### src/rtl/rmi_pkg.sv
// Shared types, codes and defaults of the range merge iterator.
package rmi_pkg;

    localparam int TIME_W      = 64;
    localparam int DATA_W      = 64;
    localparam int OP_W        = 3;
    localparam int ENTRY_IDX_W = 10;
    localparam int CNT_FIELD_W = 11;
    localparam int STATUS_W    = 2;
    localparam int CFG_IDX_W   = 3;

    localparam int DEF_STORE_DEPTH   = 1024;
    localparam int DEF_PAYLOAD_WIDTH = 64;

    typedef logic [OP_W-1:0]            t_op;
    typedef logic [STATUS_W-1:0]        t_status;
    typedef logic signed [TIME_W-1:0]   t_time;
    typedef logic [DATA_W-1:0]          t_data;
    typedef logic [CFG_IDX_W-1:0]       t_cfg_idx;
    typedef logic [ENTRY_IDX_W-1:0]     t_entry_idx;
    typedef logic [CNT_FIELD_W-1:0]     t_cnt;

    localparam t_op OP_WR_IN  = 3'd0;
    localparam t_op OP_WR_OUT = 3'd1;
    localparam t_op OP_START  = 3'd2;
    localparam t_op OP_NEXT   = 3'd3;
    localparam t_op OP_SEEK   = 3'd4;

    localparam t_status ST_RECORD = 2'd0;
    localparam t_status ST_END    = 2'd1;
    localparam t_status ST_ACK    = 2'd2;

    localparam t_cfg_idx CFG_START_TIME = 3'd0;
    localparam t_cfg_idx CFG_END_TIME   = 3'd1;
    localparam t_cfg_idx CFG_END_UNB    = 3'd2;
    localparam t_cfg_idx CFG_IN_COUNT   = 3'd3;
    localparam t_cfg_idx CFG_OUT_COUNT  = 3'd4;

    typedef struct packed {
        t_status status;
        t_time   record_time;
        t_data   record_payload;
    } t_result;

    typedef struct packed {
        t_op   op;
        t_time seek_target;
    } t_cmd;

    typedef struct packed {
        t_time start_time;
        t_time end_time;
        logic  end_unbounded;
    } t_window;

endpackage

### src/rtl/rmi_seq.sv
// Sequencer with the shared time comparator: window searches, seek and merge step.
module rmi_seq #(
    parameter int STORE_DEPTH   = rmi_pkg::DEF_STORE_DEPTH,
    parameter int PAYLOAD_WIDTH = rmi_pkg::DEF_PAYLOAD_WIDTH,
    localparam int IDX_W = (STORE_DEPTH > 1) ? $clog2(STORE_DEPTH) : 1,
    localparam int POS_W = $clog2(STORE_DEPTH + 1)
) (
    input  logic                     i_clk,
    input  logic                     i_rst_n,
    input  logic                     i_cmd_valid,
    input  rmi_pkg::t_cmd            i_cmd,
    output logic                     o_idle,
    input  rmi_pkg::t_window         i_win,
    input  logic [POS_W-1:0]         i_in_len,
    input  logic [POS_W-1:0]         i_out_len,
    output logic [IDX_W-1:0]         o_in_raddr,
    output logic [IDX_W-1:0]         o_out_raddr,
    input  rmi_pkg::t_time           i_in_rtime,
    input  logic [PAYLOAD_WIDTH-1:0] i_in_rpay,
    input  rmi_pkg::t_time           i_out_rtime,
    input  logic [PAYLOAD_WIDTH-1:0] i_out_rpay,
    output logic                     o_res_valid,
    input  logic                     i_res_ready,
    output rmi_pkg::t_result         o_res
);

    localparam logic [2:0] S_IDLE = 3'd0;
    localparam logic [2:0] S_SK1  = 3'd1;
    localparam logic [2:0] S_SK2  = 3'd2;
    localparam logic [2:0] S_SRCH = 3'd3;
    localparam logic [2:0] S_CMP  = 3'd4;
    localparam logic [2:0] S_FIN  = 3'd5;
    localparam logic [2:0] S_NCMP = 3'd6;
    localparam logic [2:0] S_DONE = 3'd7;

    logic [2:0]       r_state, n_state;
    rmi_pkg::t_op     r_op, n_op;
    rmi_pkg::t_time   r_seek, n_seek;
    logic [1:0]       r_srch, n_srch;
    logic [POS_W-1:0] r_lo, n_lo, r_hi, n_hi, r_mid, n_mid;
    logic [POS_W-1:0] r_pos_i, n_pos_i, r_end_i, n_end_i;
    logic [POS_W-1:0] r_pos_o, n_pos_o, r_end_o, n_end_o;
    logic             r_fin, n_fin;
    rmi_pkg::t_result r_res, n_res;

    logic [POS_W:0]   sum;
    logic [POS_W-1:0] mid;
    rmi_pkg::t_time   target, cmp_a, cmp_b;
    logic             less, idone, odone, take_in, is_start;

    assign sum      = {1'b0, r_lo} + {1'b0, r_hi};
    assign mid      = sum[POS_W:1];
    assign idone    = (r_pos_i >= r_end_i);
    assign odone    = (r_pos_o >= r_end_o);
    assign is_start = (r_op == rmi_pkg::OP_START);
    assign target   = r_srch[1] ? i_win.end_time : (is_start ? i_win.start_time : r_seek);

    // The one comparator, shared by every step that orders two times.
    always_comb begin
        unique case (r_state)
            S_CMP: begin
                cmp_a = r_srch[0] ? i_out_rtime : i_in_rtime;
                cmp_b = target;
            end
            S_NCMP: begin
                cmp_a = i_out_rtime;
                cmp_b = i_in_rtime;
            end
            S_SK1: begin
                cmp_a = i_win.start_time;
                cmp_b = r_seek;
            end
            S_SK2: begin
                cmp_a = r_seek;
                cmp_b = i_win.end_time;
            end
            S_IDLE, S_SRCH, S_FIN, S_DONE: begin
                cmp_a = '0;
                cmp_b = '0;
            end
        endcase
    end

    assign less    = ($signed(cmp_a) < $signed(cmp_b));
    assign take_in = idone ? 1'b0 : (odone ? 1'b1 : !less);

    assign o_in_raddr  = (r_state == S_SRCH) ? mid[IDX_W-1:0] : r_pos_i[IDX_W-1:0];
    assign o_out_raddr = (r_state == S_SRCH) ? mid[IDX_W-1:0] : r_pos_o[IDX_W-1:0];
    assign o_idle      = (r_state == S_IDLE);
    assign o_res_valid = (r_state == S_DONE);
    assign o_res       = r_res;

    always_comb begin
        n_state = r_state;
        n_op    = r_op;
        n_seek  = r_seek;
        n_srch  = r_srch;
        n_lo    = r_lo;
        n_hi    = r_hi;
        n_mid   = r_mid;
        n_pos_i = r_pos_i;
        n_end_i = r_end_i;
        n_pos_o = r_pos_o;
        n_end_o = r_end_o;
        n_fin   = r_fin;
        n_res   = r_res;
        unique case (r_state)
            S_IDLE: begin
                if (i_cmd_valid) begin
                    n_op   = i_cmd.op;
                    n_seek = i_cmd.seek_target;
                    n_srch = 2'd0;
                    n_lo   = '0;
                    n_hi   = i_in_len;
                    n_res  = '{status: rmi_pkg::ST_ACK, record_time: '0, record_payload: '0};
                    priority if (i_cmd.op == rmi_pkg::OP_START) begin
                        n_state = S_SRCH;
                    end else if (i_cmd.op == rmi_pkg::OP_NEXT) begin
                        if (r_fin || (idone && odone)) begin
                            n_fin        = 1'b1;
                            n_res.status = rmi_pkg::ST_END;
                            n_state      = S_DONE;
                        end else begin
                            n_state = S_NCMP;
                        end
                    end else if (i_cmd.op == rmi_pkg::OP_SEEK) begin
                        n_state = r_fin ? S_DONE : S_SK1;
                    end else begin
                        n_state = S_DONE;
                    end
                end
            end
            S_SK1: begin
                n_state = less ? S_SK2 : S_DONE;
            end
            S_SK2: begin
                if (i_win.end_unbounded || less) begin
                    n_state = S_SRCH;
                end else begin
                    n_fin   = 1'b1;
                    n_state = S_DONE;
                end
            end
            S_SRCH: begin
                if (r_lo < r_hi) begin
                    n_mid   = mid;
                    n_state = S_CMP;
                end else begin
                    n_lo = '0;
                    unique case (r_srch)
                        2'd0: begin
                            if (is_start || (r_lo > r_pos_i)) begin
                                n_pos_i = r_lo;
                            end
                            n_srch = 2'd1;
                            n_hi   = i_out_len;
                        end
                        2'd1: begin
                            if (is_start || (r_lo > r_pos_o)) begin
                                n_pos_o = r_lo;
                            end
                            if (is_start && !i_win.end_unbounded) begin
                                n_srch = 2'd2;
                                n_hi   = i_in_len;
                            end else begin
                                if (is_start) begin
                                    n_end_i = i_in_len;
                                    n_end_o = i_out_len;
                                end
                                n_state = S_FIN;
                            end
                        end
                        2'd2: begin
                            n_end_i = r_lo;
                            n_srch  = 2'd3;
                            n_hi    = i_out_len;
                        end
                        2'd3: begin
                            n_end_o = r_lo;
                            n_state = S_FIN;
                        end
                    endcase
                end
            end
            S_CMP: begin
                if (less) begin
                    n_lo = r_mid + POS_W'(1);
                end else begin
                    n_hi = r_mid;
                end
                n_state = S_SRCH;
            end
            S_FIN: begin
                n_fin   = idone && odone;
                n_state = S_DONE;
            end
            S_NCMP: begin
                n_res.status = rmi_pkg::ST_RECORD;
                if (take_in) begin
                    n_res.record_time    = i_in_rtime;
                    n_res.record_payload = rmi_pkg::DATA_W'(i_in_rpay);
                    n_pos_i              = r_pos_i + POS_W'(1);
                end else begin
                    n_res.record_time    = i_out_rtime;
                    n_res.record_payload = rmi_pkg::DATA_W'(i_out_rpay);
                    n_pos_o              = r_pos_o + POS_W'(1);
                end
                n_state = S_DONE;
            end
            S_DONE: begin
                if (i_res_ready) begin
                    n_state = S_IDLE;
                end
            end
        endcase
    end

    always_ff @(posedge i_clk) begin
        if (!i_rst_n) begin
            r_state <= S_IDLE;
            r_pos_i <= '0;
            r_end_i <= '0;
            r_pos_o <= '0;
            r_end_o <= '0;
            r_fin   <= 1'b1;
        end else begin
            r_state <= n_state;
            r_pos_i <= n_pos_i;
            r_end_i <= n_end_i;
            r_pos_o <= n_pos_o;
            r_end_o <= n_end_o;
            r_fin   <= n_fin;
        end
    end

    always_ff @(posedge i_clk) begin
        r_op   <= n_op;
        r_seek <= n_seek;
        r_srch <= n_srch;
        r_lo   <= n_lo;
        r_hi   <= n_hi;
        r_mid  <= n_mid;
        r_res  <= n_res;
    end

endmodule

### config.mk
export PLATFORM = sky130hd
export DESIGN_NAME = rmi_seq
export DESIGN_NICKNAME = d
export VERILOG_FILES = /design/src/rtl/rmi_pkg.sv /design/src/rtl/rmi_seq.sv
export SDC_FILE = /design/constraint.sdc
export NUM_CORES = 1
export LEC_CHECK = 0
export BUFFER_PORTS_ARGS = -buffer_cell sky130_fd_sc_hd__buf_2
export CELL_PAD_IN_SITES_DETAIL_PLACEMENT = 0
export CELL_PAD_IN_SITES_GLOBAL_PLACEMENT = 1
export CORE_AREA = 2 2 244 246
export CTS_BUF_LIST = sky130_fd_sc_hd__clkbuf_4
export DETAILED_ROUTE_END_ITERATION = 12
export DIE_AREA = 0 0 246 248
export HOLD_SLACK_MARGIN = 0.06
export PLACE_DENSITY_LB_ADDON = 0.1
export SYNTH_ARGS = -nofsm -noshare
export SYNTH_HDL_FRONTEND = slang
export SYNTH_SLANG_ARGS = --single-unit
### constraint.sdc
create_clock -name i_clk -period 15.1 [get_ports i_clk]
set_input_delay 3.02 -clock i_clk [delete_from_list [all_inputs] [get_ports i_clk]]
set_output_delay 3.02 -clock i_clk [all_outputs]
set_load 0.05 [all_outputs]
# [Yosys cells after proc, flatten, opt, wreduce, memory -nomap -nowiden]
# Cells that the tools add are included.
# Widths: inputs -> output; s select.
[totals] regBits=280 inputBits=478 out_inout_bits=152
[classes] add_sub_neg=4 order_cmp=6 n_eq_ne=36 n_mux=65 bitwise=1 reduce_logical=32
[op_table] cell="$pmux 64 s5" count=2
[op_table] cell="$pmux 130 s2" count=1
[op_table] cell="$mux 11" count=19
[op_table] cell="$mux 64" count=3
[op_table] cell="$mux 130" count=1
[op_table] cell="$mux 128" count=1
[op_table] cell="$pmux 11 s2" count=5
[op_table] cell="$pmux 11 s3" count=2
[op_table] cell="$lt 64x64->1" count=1
[op_table] cell="$add 11x1->11 const B" count=3
[op_table] cell="$mux 3" count=10
[op_table] cell="$reduce_and 5->1" count=5
[op_table] cell="$ge 11x11->1" count=2
[op_table] cell="$gt 11x11->1" count=2
[op_table] cell="$pmux 3 s7" count=1
[op_table] cell="$mux 10" count=2
[op_table] cell="$ne 2x2->1 const B" count=10
[op_table] cell="$eq 3x2->1 const B" count=5
[op_table] cell="$eq 3x3->1 const B" count=5
[op_table] cell="$ne 2x1->1 const B" count=7
[op_table] cell="$add 11x11->12" count=1
[op_table] cell="$mux 2" count=6
[op_table] cell="$reduce_and 6->1" count=2
[op_table] cell="$lt 11x11->1" count=1
[op_table] cell="24 further kinds" count=47

# [Longest topological paths before layout]
[logic_depth] depth_word=10 ltp_mapped=21 mapped_depth_nobuf=16

# [Worst setup path after synthesis]
# Ideal clock, no wire load.
[synth_timing] path_type="input-to-reg" startpoint="input i_cmd_valid" endpoint="register r_res (netlist bit o_res[0]) (enable)" arrival_time_ps=12177 slack_ps=2124 path_stages=2 cell_sequence="inv_1 -> o21ai_0"
[synth_between] elab_chain_cells=2
[synth_lines] element="from (decl)" line="rmi_seq.sv:10" rtl="input logic i_cmd_valid,"
[synth_lines] element="$ne 2x2->1 (no line)"
[synth_lines] element="$reduce_and 2->1 (no line)"
[synth_lines] element="to (signal assigned)" line="rmi_seq.sv:243" rtl="r_res <= n_res;"
[synth_lines] element="to (decl)" line="rmi_seq.sv:44" rtl="rmi_pkg::t_result r_res, n_res;"
# No other way between the ends.
# A chain may end at the register's enable or synchronous reset.

# [Worst setup path in the final report]
[layout_timing] startpoint="register r_lo[1]" endpoint="output o_out_raddr[7]"
[layout_between] elab_chain_cells=2
[layout_lines] element="from (decl)" line="rmi_seq.sv:40" rtl="logic [POS_W-1:0] r_lo, n_lo, r_hi, n_hi, r_mid, n_mid;"
[layout_lines] element="from (signal assigned)" line="rmi_seq.sv:240" rtl="r_lo <= n_lo;"
[layout_lines] element="$add 11x11->12" line="rmi_seq.sv:51" rtl="assign sum = {1'b0, r_lo} + {1'b0, r_hi};"
[layout_lines] element="named net sum[8]" line="rmi_seq.sv:46" rtl="logic [POS_W:0] sum;"
[layout_lines] element="$mux 10" line="rmi_seq.sv:88" rtl="assign o_out_raddr = (r_state == S_SRCH) ? mid[IDX_W-1:0] : r_pos_o[IDX_W-1:0];"
[layout_lines] element="to (decl)" line="rmi_seq.sv:17" rtl="output logic [IDX_W-1:0] o_out_raddr,"
# The timed path passes the listed nets, and every way through them passes these cells.

==> impl_results.md <==
* Post-synth EDFFs at 232
* Seq cells post-synth at 280
* Vias in the first global route at 20600
* Slowest cell on crit path: edfxtp_1
* Area of the mapped netlist at 20600 um^2
* Least-Margin Pin Slew at 1220 ps
* DRT Wirelength at 93700 um
* F_max at 139 MHz
* Clock Tree Root: clkbuf_4
* Max-cap violations at 0
* Layout cell share with drive strength beyond 1 at 29.5%
* Post-synthesis cell type count at 70
* Commonest non-fill, non-tap cell in the layout: buf_2
* Crit path cell chain: inv_1 > fa_1 > o21bai_1 > a21oi_1 > o21bai_1 > a21oi_1 > o21bai_1 > a21oi_1 > xor2_1 > or2_2 > a21boi_0 > buf_2
* Number of fill cells at 5950
* GR Util All Layers at 29.5%
* Drt pass-1 iters at 5
* Max-slew violation count at 0
* Post-Syn Nets at 2809
* Crit path arrival time at 4170 ps
* GP Congestion at 0.962
* Startpoint types: flip-flop
* Max FO, Critical Path at 8
* Crit Path Category: flip-flop to output port
* Post-cts hold buffer count at 0
* Final Util at 43.8%
* Internal Power at 2940 uW
* Post-DR wirelength/cell at 25.6 um
* Final min period at 7190 ps
* Sw frac at 51.9%
* Cell class contributing the biggest share of worst-path delay: compound AO/OA/AOI/OAI gates
* Crit end category: output port
* Largest net degree at the start of global routing at 94
* Sequential Area at 7940 um^2
* Final hold vios at 0
* Multi-input logic area at 11800 um^2
* Synth-to-Final Area Change at 24.3%
* Slew HR at 18.9%
* Combinational group share of total power at 65.6%
* Vias per cell at 5.73
* Gate Count Post-Synth at 2195
* Synthesis warning total at 0
* # setup viols final at 0
* Status: finished clean
* Die Wd at 246 um
* Synth Flop Type: edfxtp_1
* Mean Syn Cell Area at 9.39 um^2
* Fin Setup TNS at 0 ps
* Worst EP required at 12080 ps
* Die Y at 248 um
* Iter 0 DRT Violations at 1682
* Post-CTS Resized at 0
* Clock skew at 57.4 ps
* Post-route antenna net violation count at 0
* Commonest non-fill, non-tap cells in the layout: 629 x buf_2, 274 x a21oi_1, 263 x mux2i_1
* Initial antenna violation count at 41
* CTS H-tree depth at 3
* CTS tree: built
* GR Overflow Total at 0
* Sequential fraction of design power at 21.3%
* FFs w/ async S/R, synth at 0%
* Dpl hpwl at 67900 um
* Die ar. at 61000 um^2
* Worst-Skew Late Latency at 860 ps
* Nets at 3394
* DR vias at 20900
* Drt drc at 0
* RSZ-0062 raised after global routing: false
* Power Dens Cells at 239 nW/um^2
* Crit path buf inv count at 2
* Num Clock Sinks at 280
* Maximum clock insertion buffer count at 3
* Postcts setup bufs at 0
* Row count at 89
* CP max stage delay at 600 ps
* CTS buffer count at 87
* Maximum VDD drop at 467 uV
* CTS clk-pin slew, worst paths at 60 ps
* Leak at 0.0114 uW
* Worst Hold Class: flip-flop to flip-flop
* Seq/Total Area, Yosys at 38.5%
* Period utilization at 47.6%
* # port buffers at 629
* Boundary pin count at 630
* Sw power at 3170 uW
* Initial core utilization at 35.2%
* First-pass GRT wire length at 134000 um
* Clk pwr share at 13.1%
* Core ar. at 58500 um^2
==> worst paths after layout <==
kind,start,endpoint,slack [ps],cells past startpoint
hold / removal,r_end_i[5],r_end_i[5],500,1
hold reg to reg,r_end_i[5],r_end_i[5],500,1
setup / recovery,r_lo[1],o_out_raddr[7],7910,12
setup reg to reg,r_state[2],r_pos_o[5],8220,17
==> synth_stat cells (all sizes together) (3+ instances only) <==
library cell	instances	area [um^2]
mux2i	263	2630
xnor2	8	70.1
o22ai	56	357
nor3	18	90.1
nor2	258	968
nand3	20	100
nand3b	3	22.5
and3	9	56.3
nand2	98	375
or2	5	31.3
xor2	11	96.3
mux2	6	67.6
o21a	14	105
o311a	3	30.0
o211ai	7	52.6
o21ai	98	490
o22a	45	394
o21bai	3	22.5
and2	5	31.3
o41ai	5	62.6
nand2b	10	62.6
nor2b	14	87.6
a21oi	275	1380
nand4	23	144
a221o	19	190
a21o	12	90.1
a211oi	13	97.6
buf	43	240
a211o	4	35.0
nor3b	5	58.8
edfxtp	232	6970
a311oi	5	50.0
nor4	6	37.5
a22oi	138	1040
ha	135	1690
a21boi	16	120
dfxtp	48	961
a31oi	3	18.8
and4	5	43.8
inv	75	282
o211a	24	240
clkbuf	128	480
o31ai	7	52.6
==> registers in the layout, summed over array words and instances (netlist names) <==
| name | count |
|---|---|
| o_res | 130 |
| r_end_i | 11 |
| r_end_o | 11 |
| r_fin | 1 |
| r_hi | 11 |
| r_lo | 11 |
| r_mid | 11 |
| r_op | 3 |
| r_pos_i | 11 |
| r_pos_o | 11 |
| r_seek | 64 |
| r_srch | 2 |
| r_state | 3 |
==> per-layer routing <==
| metal | part of all wire [%] | track usage, % | vias to the layer above |
|---|---|---|---|
| met1 | 42 | 37.9 | 10100 |
| met4 | 2.8 | 11.2 | 30 |
| met5 | 0.20 | 0 | - |
| met3 | 7.9 | 6.41 | 190 |
| met2 | 47 | 48.4 | 950 |
| li1 | - | - | 9613 |
==> kinds of logic after synthesis <==
kind of cell    Yosys count  synth area share, %
xor+xnor                 19                0.808
buf+inv                 246                 4.86
fa+ha+maj               136                 8.29
flops                   280                 38.5
simple gates            483                 10.4
mux                     269                 13.1
compound gates          762                 24.0
==> metrics by stage <==
step                setup WS, ps  hold slack, ps  cells  total power (uW)  cell area [um^2]
floorplan                   2120             472   2195              4230             20600
global placement            7940             482   3464              5270             24400
detailed placement          7800             486   3464              5290             24400
CTS                         7820             500   3624              6120             25500
global route                7750             519   3646              6510             25600
finish                      7910             498   3655              6110             25600
==> area by class of cell <==
class,instances,area share (%)
well taps,773,3.78
clock inverters,30,0.596
repair buffers,667,13.5
diodes,31,0.303
clock buffers,130,3.81
inverters,75,1.11
flip-flops and latches,280,31.0
multi-input cells,1669,45.9
==> power by group through the flow <==
stage               Combinational [uW]  Clock (uW)  Sequential [uW]
floorplan                         2610           0             1620
global placement                  3960           0             1310
detailed placement                3980           0             1310
CTS                               4000         826             1300
global route                      4320         861             1320
finish                            4010         800             1300
Note: power is estimated with default switching activity, not from simulation.
